==> config.mk <==
export PLATFORM = sky130hd
export DESIGN_NAME = lru_key_value_cache_top
export DESIGN_NICKNAME = d
export VERILOG_FILES = /design/src/hdl/lkv_pkg.sv /design/src/hdl/lkv_ram.sv /design/src/hdl/lkv_front.sv /design/src/hdl/lkv_queue.sv /design/src/hdl/lkv_back.sv /design/src/hdl/lru_key_value_cache_top.sv
export SDC_FILE = /design/constraint.sdc
export NUM_CORES = 2
export LEC_CHECK = 0
export BUFFER_PORTS_ARGS = -buffer_cell sky130_fd_sc_hd__buf_4
export CORE_MARGIN = 8
export CORE_UTILIZATION = 55
export DETAILED_ROUTE_END_ITERATION = 10
export GPL_ROUTABILITY_DRIVEN = 0
export PLACE_DENSITY = 0.74
export SLEW_MARGIN = 20
export SYNTH_ARGS = -nofsm -noshare
export SYNTH_HDL_FRONTEND = slang
export SYNTH_HIERARCHICAL = 1
export SYNTH_SLANG_ARGS = --single-unit
export TNS_END_PERCENT = 100
==> constraint.sdc <==
create_clock -name clk -period 7.4 [get_ports clk]
set_clock_uncertainty 0.1 [all_clocks]
set_input_delay 0.37 -clock clk [delete_from_list [all_inputs] [get_ports clk]]
set_output_delay 0.37 -clock clk [all_outputs]
set_load 0.005 [all_outputs]
==> src/hdl/lkv_pkg.sv <==
// ----------------------------------------------------------------------------
// lkv_pkg
// Shared types and constants of the LRU key/value cache.
// ----------------------------------------------------------------------------
`default_nettype none

package lkv_pkg;

	// Opcode values
	localparam logic OP_GET = 1'b0;
	localparam logic OP_PUT = 1'b1;

	// Configuration port
	localparam int          PADDR_W        = 3;
	localparam logic        REG_CAPACITY   = 1'b0;
	localparam logic [4:0]  CAPACITY_RESET = 5'd16;

	// Request item
	typedef struct packed {
		logic               opcode;
		logic signed [31:0] key;
		logic signed [31:0] value;
	} req_t;

	// Result item
	typedef struct packed {
		logic               hit;
		logic signed [31:0] read_value;
		logic               evicted;
		logic signed [31:0] evicted_key;
	} rsp_t;

	// Classified command passed from front to back
	typedef struct packed {
		logic        put;
		logic [31:0] key;    // masked to the stored key width
		logic [31:0] value;
	} cmd_t;

	// Queue status seen by both sides
	typedef struct packed {
		logic full;
		logic empty;
	} q_stat_t;

endpackage

`default_nettype wire

==> src/hdl/lkv_ram.sv <==
// ----------------------------------------------------------------------------
// lkv_ram
// Generic simple dual-port RAM: one write port, one read port, registered read.
// ----------------------------------------------------------------------------
`default_nettype none

module lkv_ram #(
	parameter int WIDTH = 32,
	parameter int DEPTH = 16
) (
	input  wire logic                     clk,
	input  wire logic                     we,
	input  wire logic [$clog2(DEPTH)-1:0] waddr,
	input  wire logic [WIDTH-1:0]         wdata,
	input  wire logic                     re,
	input  wire logic [$clog2(DEPTH)-1:0] raddr,
	output logic      [WIDTH-1:0]         rdata
);

	logic [WIDTH-1:0] mem_q [DEPTH];

	// Read returns the old word on a same-address write
	always_ff @(posedge clk) begin
		if (we) begin
			mem_q[waddr] <= wdata;
		end
		if (re) begin
			rdata <= mem_q[raddr];
		end
	end

endmodule

`default_nettype wire

==> src/hdl/lkv_front.sv <==
// ----------------------------------------------------------------------------
// lkv_front
// Input stage: accept request items, classify them and push them to the queue.
// ----------------------------------------------------------------------------
`default_nettype none

module lkv_front #(
	parameter int KEY_BITS = 32
) (
	input  wire logic           clk,
	input  wire logic           arst_n,
	input  wire logic           in_valid,
	output logic                in_stall,
	input  wire lkv_pkg::req_t  in_data,
	input  wire lkv_pkg::q_stat_t q_stat,
	output logic                push,
	output lkv_pkg::cmd_t       push_cmd
);
	import lkv_pkg::*;

	localparam int          KW       = (KEY_BITS < 32) ? KEY_BITS : 32;
	localparam logic [31:0] KEY_MASK = 32'((64'd1 << KW) - 64'd1);

	logic valid_s1;
	cmd_t cmd_s1;
	logic accept;

	assign in_stall = valid_s1 && q_stat.full;
	assign accept   = in_valid && !in_stall;
	assign push     = valid_s1 && !q_stat.full;
	assign push_cmd = cmd_s1;

	always_ff @(posedge clk or negedge arst_n) begin
		if (!arst_n) begin
			valid_s1 <= 1'b0;
		end else if (accept) begin
			valid_s1 <= 1'b1;
		end else if (push) begin
			valid_s1 <= 1'b0;
		end
	end

	// Decode the opcode and drop key bits above the stored width
	always_ff @(posedge clk) begin
		if (accept) begin
			cmd_s1.put   <= (in_data.opcode == OP_PUT);
			cmd_s1.key   <= in_data.key & KEY_MASK;
			cmd_s1.value <= in_data.value;
		end
	end

endmodule

`default_nettype wire

==> src/hdl/lkv_queue.sv <==
// ----------------------------------------------------------------------------
// lkv_queue
// Two-entry command queue between the front and the back.
// ----------------------------------------------------------------------------
`default_nettype none

module lkv_queue (
	input  wire logic             clk,
	input  wire logic             arst_n,
	input  wire logic             push,
	input  wire lkv_pkg::cmd_t    push_cmd,
	input  wire logic             pop,
	output lkv_pkg::cmd_t         head,
	output lkv_pkg::q_stat_t      q_stat
);
	import lkv_pkg::*;

	cmd_t       slot_q [2];
	logic       wr_ptr_q;
	logic       rd_ptr_q;
	logic [1:0] count_q;

	assign head         = slot_q[rd_ptr_q];
	assign q_stat.full  = (count_q == 2'd2);
	assign q_stat.empty = (count_q == 2'd0);

	always_ff @(posedge clk or negedge arst_n) begin
		if (!arst_n) begin
			wr_ptr_q <= 1'b0;
			rd_ptr_q <= 1'b0;
			count_q  <= 2'd0;
		end else begin
			if (push) begin
				wr_ptr_q <= !wr_ptr_q;
			end
			if (pop) begin
				rd_ptr_q <= !rd_ptr_q;
			end
			if (push && !pop) begin
				count_q <= count_q + 2'd1;
			end else if (pop && !push) begin
				count_q <= count_q - 2'd1;
			end
		end
	end

	always_ff @(posedge clk) begin
		if (push) begin
			slot_q[wr_ptr_q] <= push_cmd;
		end
	end

endmodule

`default_nettype wire

==> src/hdl/lkv_back.sv <==
// ----------------------------------------------------------------------------
// lkv_back
// Execution stage: associative key match, LRU rank update, value and key
// storage, and the result register.
// ----------------------------------------------------------------------------
`default_nettype none

module lkv_back #(
	parameter int ENTRIES  = 16,
	parameter int KEY_BITS = 32
) (
	input  wire logic             clk,
	input  wire logic             arst_n,
	input  wire logic [4:0]       capacity,
	input  wire lkv_pkg::cmd_t    head,
	input  wire lkv_pkg::q_stat_t q_stat,
	output logic                  pop,
	output logic                  out_valid,
	input  wire logic             out_stall,
	output lkv_pkg::rsp_t         out_data
);
	import lkv_pkg::*;

	localparam int KW   = (KEY_BITS < 32) ? KEY_BITS : 32;
	localparam int SW   = $clog2(ENTRIES);
	localparam int OW   = $clog2(ENTRIES + 1);
	localparam int CMPW = (OW > 5) ? OW : 5;

	logic [ENTRIES-1:0] valid_q;
	logic [KW-1:0]      key_q  [ENTRIES];
	logic [SW-1:0]      rank_q [ENTRIES];
	logic [OW-1:0]      occ_q;

	logic [ENTRIES-1:0] match;
	logic               hit;
	logic [SW-1:0]      hit_idx;
	logic [SW-1:0]      hit_rank;
	logic [SW-1:0]      lru_idx;
	logic [SW-1:0]      free_idx;
	logic [SW-1:0]      slot;
	logic [OW-1:0]      old_rank;
	logic [CMPW-1:0]    cap_eff;
	logic               full;
	logic               do_hit, do_evict, do_fill, do_touch;

	logic               valid_s2, hit_s2, rd_s2, ev_s2;
	logic [31:0]        val_rdata;
	logic [KW-1:0]      key_rdata;

	// Issue when the result register is free or being emptied
	assign pop       = !q_stat.empty && (!valid_s2 || !out_stall);
	assign out_valid = valid_s2;

	always_comb begin
		cap_eff = CMPW'(capacity);
		if (cap_eff == '0) begin
			cap_eff = CMPW'(1);
		end else if (cap_eff > CMPW'(ENTRIES)) begin
			cap_eff = CMPW'(ENTRIES);
		end
		full = (CMPW'(occ_q) >= cap_eff);
	end

	// Keys are unique among valid entries, so OR-ing masked indices is exact
	always_comb begin
		hit_idx  = '0;
		hit_rank = '0;
		lru_idx  = '0;
		free_idx = '0;
		for (int i = 0; i < ENTRIES; i++) begin
			match[i] = valid_q[i] && (key_q[i] == head.key[KW-1:0]);
			if (match[i]) begin
				hit_idx  = hit_idx | SW'(i);
				hit_rank = hit_rank | rank_q[i];
			end
			if (valid_q[i] && (rank_q[i] == SW'(occ_q - OW'(1)))) begin
				lru_idx = lru_idx | SW'(i);
			end
		end
		for (int i = ENTRIES - 1; i >= 0; i--) begin
			if (!valid_q[i]) begin
				free_idx = SW'(i);
			end
		end
		hit      = |match;
		do_hit   = pop && hit;
		do_evict = pop && head.put && !hit && full;
		do_fill  = pop && head.put && !hit && !full;
		do_touch = do_hit || do_evict || do_fill;
		if (do_hit) begin
			slot     = hit_idx;
			old_rank = OW'(hit_rank);
		end else if (do_evict) begin
			slot     = lru_idx;
			old_rank = occ_q - OW'(1);
		end else begin
			slot     = free_idx;
			old_rank = occ_q;
		end
	end

	always_ff @(posedge clk or negedge arst_n) begin
		if (!arst_n) begin
			valid_q <= '0;
			occ_q   <= '0;
			for (int i = 0; i < ENTRIES; i++) begin
				rank_q[i] <= '0;
			end
		end else begin
			if (do_touch) begin
				for (int i = 0; i < ENTRIES; i++) begin
					if (SW'(i) == slot) begin
						rank_q[i] <= '0;
					end else if (valid_q[i] && (OW'(rank_q[i]) < old_rank)) begin
						rank_q[i] <= rank_q[i] + SW'(1);
					end
				end
			end
			if (do_fill) begin
				valid_q[slot] <= 1'b1;
				occ_q         <= occ_q + OW'(1);
			end
		end
	end

	always_ff @(posedge clk) begin
		if (do_evict || do_fill) begin
			key_q[slot] <= head.key[KW-1:0];
		end
	end

	lkv_ram #(
		.WIDTH(32),
		.DEPTH(ENTRIES)
	) u_value_ram (
		.clk   (clk),
		.we    (pop && head.put && (hit || do_evict || do_fill)),
		.waddr (slot),
		.wdata (head.value),
		.re    (pop),
		.raddr (hit_idx),
		.rdata (val_rdata)
	);

	lkv_ram #(
		.WIDTH(KW),
		.DEPTH(ENTRIES)
	) u_key_ram (
		.clk   (clk),
		.we    (do_evict || do_fill),
		.waddr (slot),
		.wdata (head.key[KW-1:0]),
		.re    (pop),
		.raddr (lru_idx),
		.rdata (key_rdata)
	);

	always_ff @(posedge clk or negedge arst_n) begin
		if (!arst_n) begin
			valid_s2 <= 1'b0;
		end else if (pop) begin
			valid_s2 <= 1'b1;
		end else if (!out_stall) begin
			valid_s2 <= 1'b0;
		end
	end

	always_ff @(posedge clk) begin
		if (pop) begin
			hit_s2 <= hit;
			rd_s2  <= hit && !head.put;
			ev_s2  <= do_evict;
		end
	end

	always_comb begin
		out_data.hit         = hit_s2;
		out_data.read_value  = rd_s2 ? val_rdata : 32'd0;
		out_data.evicted     = ev_s2;
		out_data.evicted_key = ev_s2 ? 32'(key_rdata) : 32'd0;
	end

endmodule

`default_nettype wire

==> src/hdl/lru_key_value_cache_top.sv <==
// ----------------------------------------------------------------------------
// lru_key_value_cache_top
// Fully associative key/value cache with least-recently-used replacement.
// ----------------------------------------------------------------------------
// Each request item is a get (opcode 0) or a put (opcode 1) and yields exactly
// one result item, in order. A get hit returns the stored value and makes the
// entry most recent; a get miss returns hit 0 and read_value 0. A put on a
// present key overwrites the value; a put on a new key takes a free entry, or,
// once the occupancy has reached the capacity register, replaces the least
// recent entry and reports its key in evicted_key. Keys are matched on their
// low KEY_BITS bits (at most 32). The block sustains one item per cycle while
// the result channel is not stalled: the whole match, rank update and write
// of a request happen in the same back-end cycle. A result item passes the
// input register, the command queue and the lookup with registered RAM read
// before it is presented on the result channel. No
// clearing pass runs after reset: only the valid bits, the ranks and the
// occupancy are reset. Capacity 0 acts as 1, capacity above ENTRIES acts as
// ENTRIES, and lowering it below the occupancy evicts nothing at once; each
// later put of a new key then replaces one entry. Write the capacity register
// at byte address 0 only while the block is idle.
// ----------------------------------------------------------------------------
`default_nettype none

module lru_key_value_cache_top #(
	parameter int ENTRIES  = 16,
	parameter int KEY_BITS = 32
) (
	input  wire logic                        clk,
	input  wire logic                        arst_n,
	// request channel
	input  wire logic                        in_valid,
	output logic                             in_stall,
	input  wire lkv_pkg::req_t               in_data,
	// result channel
	output logic                             out_valid,
	input  wire logic                        out_stall,
	output lkv_pkg::rsp_t                    out_data,
	// configuration port
	input  wire logic                        psel,
	input  wire logic                        penable,
	input  wire logic                        pwrite,
	input  wire logic [lkv_pkg::PADDR_W-1:0] paddr,
	input  wire logic [31:0]                 pwdata,
	output logic      [31:0]                 prdata,
	output logic                             pready
);
	import lkv_pkg::*;

	logic       cap_sel;
	logic [4:0] cap_q;
	logic       push;
	logic       pop;
	cmd_t       push_cmd;
	cmd_t       head;
	q_stat_t    q_stat;

	// Register file: capacity only, decoded on paddr[2]; addresses with paddr[2] set read as zero, drop writes
	assign pready  = 1'b1;
	assign cap_sel = (paddr[2] == REG_CAPACITY);
	assign prdata  = cap_sel ? {27'd0, cap_q} : 32'd0;

	always_ff @(posedge clk or negedge arst_n) begin
		if (!arst_n) begin
			cap_q <= CAPACITY_RESET;
		end else if (psel && penable && pwrite && cap_sel) begin
			cap_q <= pwdata[4:0];
		end
	end

	// Front: accept, decode, mask the key
	lkv_front #(
		.KEY_BITS(KEY_BITS)
	) u_front (
		.clk      (clk),
		.arst_n   (arst_n),
		.in_valid (in_valid),
		.in_stall (in_stall),
		.in_data  (in_data),
		.q_stat   (q_stat),
		.push     (push),
		.push_cmd (push_cmd)
	);

	// Queue: decouple front stalls from back stalls
	lkv_queue u_queue (
		.clk      (clk),
		.arst_n   (arst_n),
		.push     (push),
		.push_cmd (push_cmd),
		.pop      (pop),
		.head     (head),
		.q_stat   (q_stat)
	);

	// Back: match, update ranks and storage, hold the result
	lkv_back #(
		.ENTRIES  (ENTRIES),
		.KEY_BITS (KEY_BITS)
	) u_back (
		.clk       (clk),
		.arst_n    (arst_n),
		.capacity  (cap_q),
		.head      (head),
		.q_stat    (q_stat),
		.pop       (pop),
		.out_valid (out_valid),
		.out_stall (out_stall),
		.out_data  (out_data)
	);

endmodule

`default_nettype wire

; ---- Word-level counts from Yosys, hierarchy flattened
; Memories as Yosys holds them, arrays and structs flattened. A register that Yosys moved wholly into a read port is not among the register bits.
; Cells that the tools add are included.
[classes]
n_addsub = 20
order_cmp = 20
n_reduce_logical = 120
muxes = 117
n_bitwise = 17
n_eq_ne = 48
[op_table]
columns = operator, n
row1 = 32-bit == test, 16
row2 = 4-bit 2-to-1 mux, 82
row3 = 4-bit by 5-bit < comparator with 1-bit output, 16
row4 = "4-bit by 1-bit adder with 4-bit output, second input constant", 16
row5 = 1-bit logical AND, 64
row6 = 32-bit 2-to-1 mux, 2
row7 = 4-bit == test, 15
row8 = 4-bit bitwise OR, 15
row9 = 2-bit nonzero test, 18
row10 = "4-bit == test, first input constant", 8
row11 = 2-bit AND reduction, 16
row12 = 5-bit 2-to-1 mux, 5
row13 = 3-bit 2-to-1 mux, 8
row14 = "3-bit by 4-bit == test with 1-bit output, first input constant", 4
row15 = 16-bit bitwise OR, 1
row16 = 16-bit OR reduction, 1
row17 = 1-bit 2-to-1 mux, 13
row18 = 1-bit logical NOT, 12
row19 = 2-bit 2-to-1 mux, 6
row20 = "2-bit by 4-bit == test with 1-bit output, first input constant", 2
row21 = 1-bit logical OR, 6
row22 = "5-bit by 1-bit adder with 5-bit output, second input constant", 1
row23 = 5-bit >= comparator, 1
row24 = "5-bit greater-than comparator, second input constant", 1
row25 = 13 further kinds, 13
[totals]
reg_bits = 164
out_inout_bits = 101
inputBits = 107
mem_count = 4
ramBits = 1666
[memory_table]
columns = memory, words, word_bits, read_ports, rd_ports_with_merged_regs, wr, line_no
row1 = u_back.key_q, 16, 32, 16, 0, 1, lkv_back.sv:30  ; logic [KW-1:0] key_q [ENTRIES];
row2 = u_back.u_key_ram.mem_q, 16, 32, 1, 1, 1, lkv_ram.sv:20  ; logic [WIDTH-1:0] mem_q [DEPTH];
row3 = u_back.u_value_ram.mem_q, 16, 32, 1, 1, 1, lkv_ram.sv:20
row4 = u_queue.slot_q, 2, 65, 1, 0, 1, lkv_queue.sv:18  ; cmd_t slot_q [2];

; ---- Depth between registers and ports, before layout
; An unclocked memory read counts as a cell.
[depth]
ltp_word = 39
ltp_mapped = 28
ltp_nobuf = 24

; ---- By module
; The synthesis kept the hierarchy.
[modules_own_cells]
columns = mod, n_inst, area_per_inst_um2, cells_per_inst
row1 = lkv_back, 1, 32178.4, 2548
row2 = lkv_ram at u_back.u_value_ram, 1, 20174.3, 838
row3 = lkv_ram at u_back.u_key_ram, 1, 20155.6, 838
row4 = lkv_queue, 1, 5038.6, 218
row5 = lkv_front, 1, 2009.4, 70
row6 = lru_key_value_cache_top, 1, 467.9, 46

; ---- Worst setup path after synthesis
; Ideal clock, no wire load.
[synth_timing]
kind = reg2reg
from = register u_queue.rd_ptr_q
to = memory u_back/key_q[14][0] in the netlist's numbering, enable pin
arrival_ns = 6.798
required_time_ns = 6.798
path_stages_with_launch = 17
slack_ns = 0.001
setup_ns = 0.502
cell_sequence = dfrtp_1 buf_2 mux2_2 buf_4 xor2_1 nor4_1 and4b_1 and3_4 or4_4 nor4_4 buf_6 a211oi_1 a21oi_2 buf_2 buf_4 nand2_1 nor4_1
[synth_lines]
columns = element, line_no
row1 = start: declaration, lkv_queue.sv:20  ; logic rd_ptr_q;
row2 = start signal: assignment, lkv_queue.sv:37  ; rd_ptr_q <= !rd_ptr_q;
row3 = end: declaration, lkv_back.sv:30

==> metrics.txt <==
status=finished clean; Leak=slightly above 30 nW; fin. max-slew vios=0; worst skew pair latency=0.85 ns; area share of the largest cell type after synthesis=0.675; Synth Cell Area=80000 sq um; critical path class=flip-flop to flip-flop; Yosys cell types=107; Clock power frac=0.228; maximum vdd drop=between 0.0007 and 0.0008 V; Vias per Instance=around 6.4; main flop type after synthesis=edfxtp_1; post-DR wirelength/cell=29.4 um; full die area=158000 sq um; Area Growth Syn to Fin=14.1%; overall power=between 40 and 50 mW; htree depth=4; initial core utilization=0.552; smallest hold slack=0.0693 ns; layout cells sized above 1=0.214; All-Layer GR Usage=0.259; nets=about 5200; first-pass GRT wire length=~300000 um; most common cell in the netlist=edfxtp_1; Core Rows=140; power density over the cells=453 nW/um^2; GRT overflow=0; Avg Cell Area, Syn=roughly 18 sq um; setup_tns=0 ns; Rel. slew slack=0.219; share of power burned in registers=0.374; crit-path max FO=31; PnR worst setup slack=between 0.3 and 0.4 ns; final setup violation count=0; Seq/Total Area, Yosys=0.705; Post-synth EDFFs=about 1800; Synth Register Bits=roughly 1900; Critical Path RT=roughly 7.7 ns; Syn. warnings=6; fin crit share=0.953; Routed Antenna Nets=0; initial antenna violation count=7; RSZ-0062 raised after global routing=false; Chip Width=~400 um; Sw Pwr=between 15 and 20 mW; # IOs=208; fmax=142 MHz; worst slew pin tran=between 1 and 1.5 ns; Core Area=~150000 sq um; Num CTS Buffers=184; Num Clock Sinks=1894; Worst setup SP type=flip-flop; DRC Markers=0; Comb pwr share=0.397; drt pass-1 iters=8; Final Non-Filler Cells=~7000; port bufs=150; WP data arrival=~7.4 ns; CTS max path bufs=3; Synth area leaders=edfxtp_1, mux4_2, xor2_1; Iter 0 DRT Violations=5459; Cells after DPL=about 6600; Die H=approximately 400 um; asr flop ratio synth=0.0507; number of hold violations in the final report=0; Setup crit end kind=flip-flop; pre-CTS setup slack=approximately 0.58 ns; hpwl dp=between 100000 and 150000 um; switching portion of total power=0.365; CTS tree=yes; CTS root buffer=clkbuf_16; cell type with the largest total area after synthesis=edfxtp_1; vias in the first global route=between 40000 and 50000; Syn Inst Count=around 4600; Tmin final=~7.1 ns; most instantiated cells after synthesis=edfxtp_1, xor2_1, mux4_2; maximum number of pins on one net before global-route repair=129; Pint=approximately 26 mW; drt total wl=207000 um; HP Class=primary input to async pin; Worst-path clk slew=~0.060 ns; vias=approximately 45000; max_cap viols=0
per-layer routing:
metal	wire, um	track usage	vias up
li1	-	-	18934
met1	79800	0.350	23230
met2	98500	0.418	2627
met3	21000	0.0569	534
met4	7970	0.0947	2
met5	13	0.000923	-
worst paths after layout:
path	startpoint	end	slack, ns	depth (start not counted)
hold reg to reg	u_front/push_cmd[32]$_DFFE_PP_	u_queue/slot_q[0][32]$_DFFE_PP_	0.32	0
max in group asynchronous	arst_n	u_back/rank_q[5]$_DFFE_PN0P_	5.96	3
setup reg to reg	u_queue/rd_ptr_q$_DFFE_PN0P_	u_back/u_value_ram/mem_q[7][31]$_DFFE_PP_	0.35	16
setup / recovery	u_queue/rd_ptr_q$_DFFE_PN0P_	u_back/u_value_ram/mem_q[7][31]$_DFFE_PP_	0.35	16
hold / removal	arst_n	u_back/rank_q[55]$_DFFE_PN0P_	0.07	2
min in group clk	in_data[59]	u_front/push_cmd[59]$_DFFE_PP_	0.14	2
power by group through the flow:
stage / clock network, mW / logic, mW / registers [mW]
global route: 9.96 / 17.4 / 15.6
finish: 9.45 / 16.4 / 15.5
floorplan: 0 / 11.1 / 15.4
CTS: 9.55 / 16.4 / 15.5
detailed placement: 0 / 16.1 / 15.7
global placement: 0 / 15.8 / 15.6
flip-flops by register name, indices dropped and copies added (netlist names), 2 cells and up:
signal / count
u_back/key_q: 512
u_queue/slot_q: 130
u_back/occ_q: 5
u_back/u_key_ram/rdata: 32
u_front/push_cmd: 65
cap_q: 5
u_queue/count_q: 2
u_back/rank_q: 64
u_back/valid_q: 16
u_back/u_value_ram/rdata: 32
u_back/u_key_ram/mem_q: 512
u_back/u_value_ram/mem_q: 512
area by class of cell:
cell class | instances | area [sq um]
Antenna cell | 2 | 5.00
Multi-Input combinational cell | 2397 | 22200
Clock inverter | 128 | 1410
Clock buffer | 213 | 4710
Timing Repair Buffer | 452 | 3960
Sequential cell | 1894 | 56400
Fill cell | 9891 | 53700
Tap cell | 1917 | 2400
Inverter | 52 | 211
what timing repair did:
item                      4_1_cts  5_1_grt
hold endpoints to repair      123        0
resized for setup               0        0
hold buffers                   78        0
setup buffers                   0        0
cells in the final DEF, fill, tap and decap left out, drive strengths merged, types with 55 or more instances in the layout:
cell type | Yosys | layout
a22oi | 137 | 137
and2 | 72 | 72
buf | 172 | 374
clkbuf | 69 | 213
clkinv | 2 | 98
dfrtp | 95 | 95
dlygate4sd3 | 0 | 78
edfxtp | 1798 | 1798
ha | 72 | 72
inv | 50 | 55
mux2 | 72 | 72
mux4 | 256 | 256
nand2 | 158 | 158
nand3 | 69 | 69
nand4 | 75 | 75
nor2 | 84 | 84
nor3 | 60 | 60
nor4 | 196 | 196
o21ai | 63 | 63
xnor2 | 135 | 135
xor2 | 436 | 436
cell families (layout without fill, tap and decap cells):
family,count (synthesis),after routing,synth area share
other,2,30,0.0000938
adders and majority gates,72,72,0.0113
buffers and inverters,293,845,0.0232
DFF,1894,1894,0.705
AOI/OAI and AO/OA,444,444,0.0404
and+or+nand+nor,919,919,0.0675
xor gates and xnor gates,580,580,0.0655
muxes,354,354,0.0874
through the flow:
| step | util | cell area (sq um) |
|---|---|---|
| finish | 0.630 | 91300 |
| global route | 0.630 | 91300 |
| CTS | 0.630 | 91300 |
| detailed placement | 0.582 | 84400 |
| global placement | 0.582 | 84400 |
| floorplan | - | 80100 |
worst max-delay path: stages (launching register included):
cell and delay (ns):
dfrtp_4 0.81, mux2_2 1.00, buf_4 0.30, xor2_1 0.13
nor4_1 0.37, nand4b_1 0.21, nor3_2 0.59, nor4_1 0.17
and4b_2 0.39, clkinv_2 0.08, buf_4 0.25, mux2_4 0.29
inv_1 0.30, nand3b_1 0.28, buf_4 0.19, nor2_4 0.71
buf_4 0.42
No activity file was read; power rests on OpenSTA's default activity.
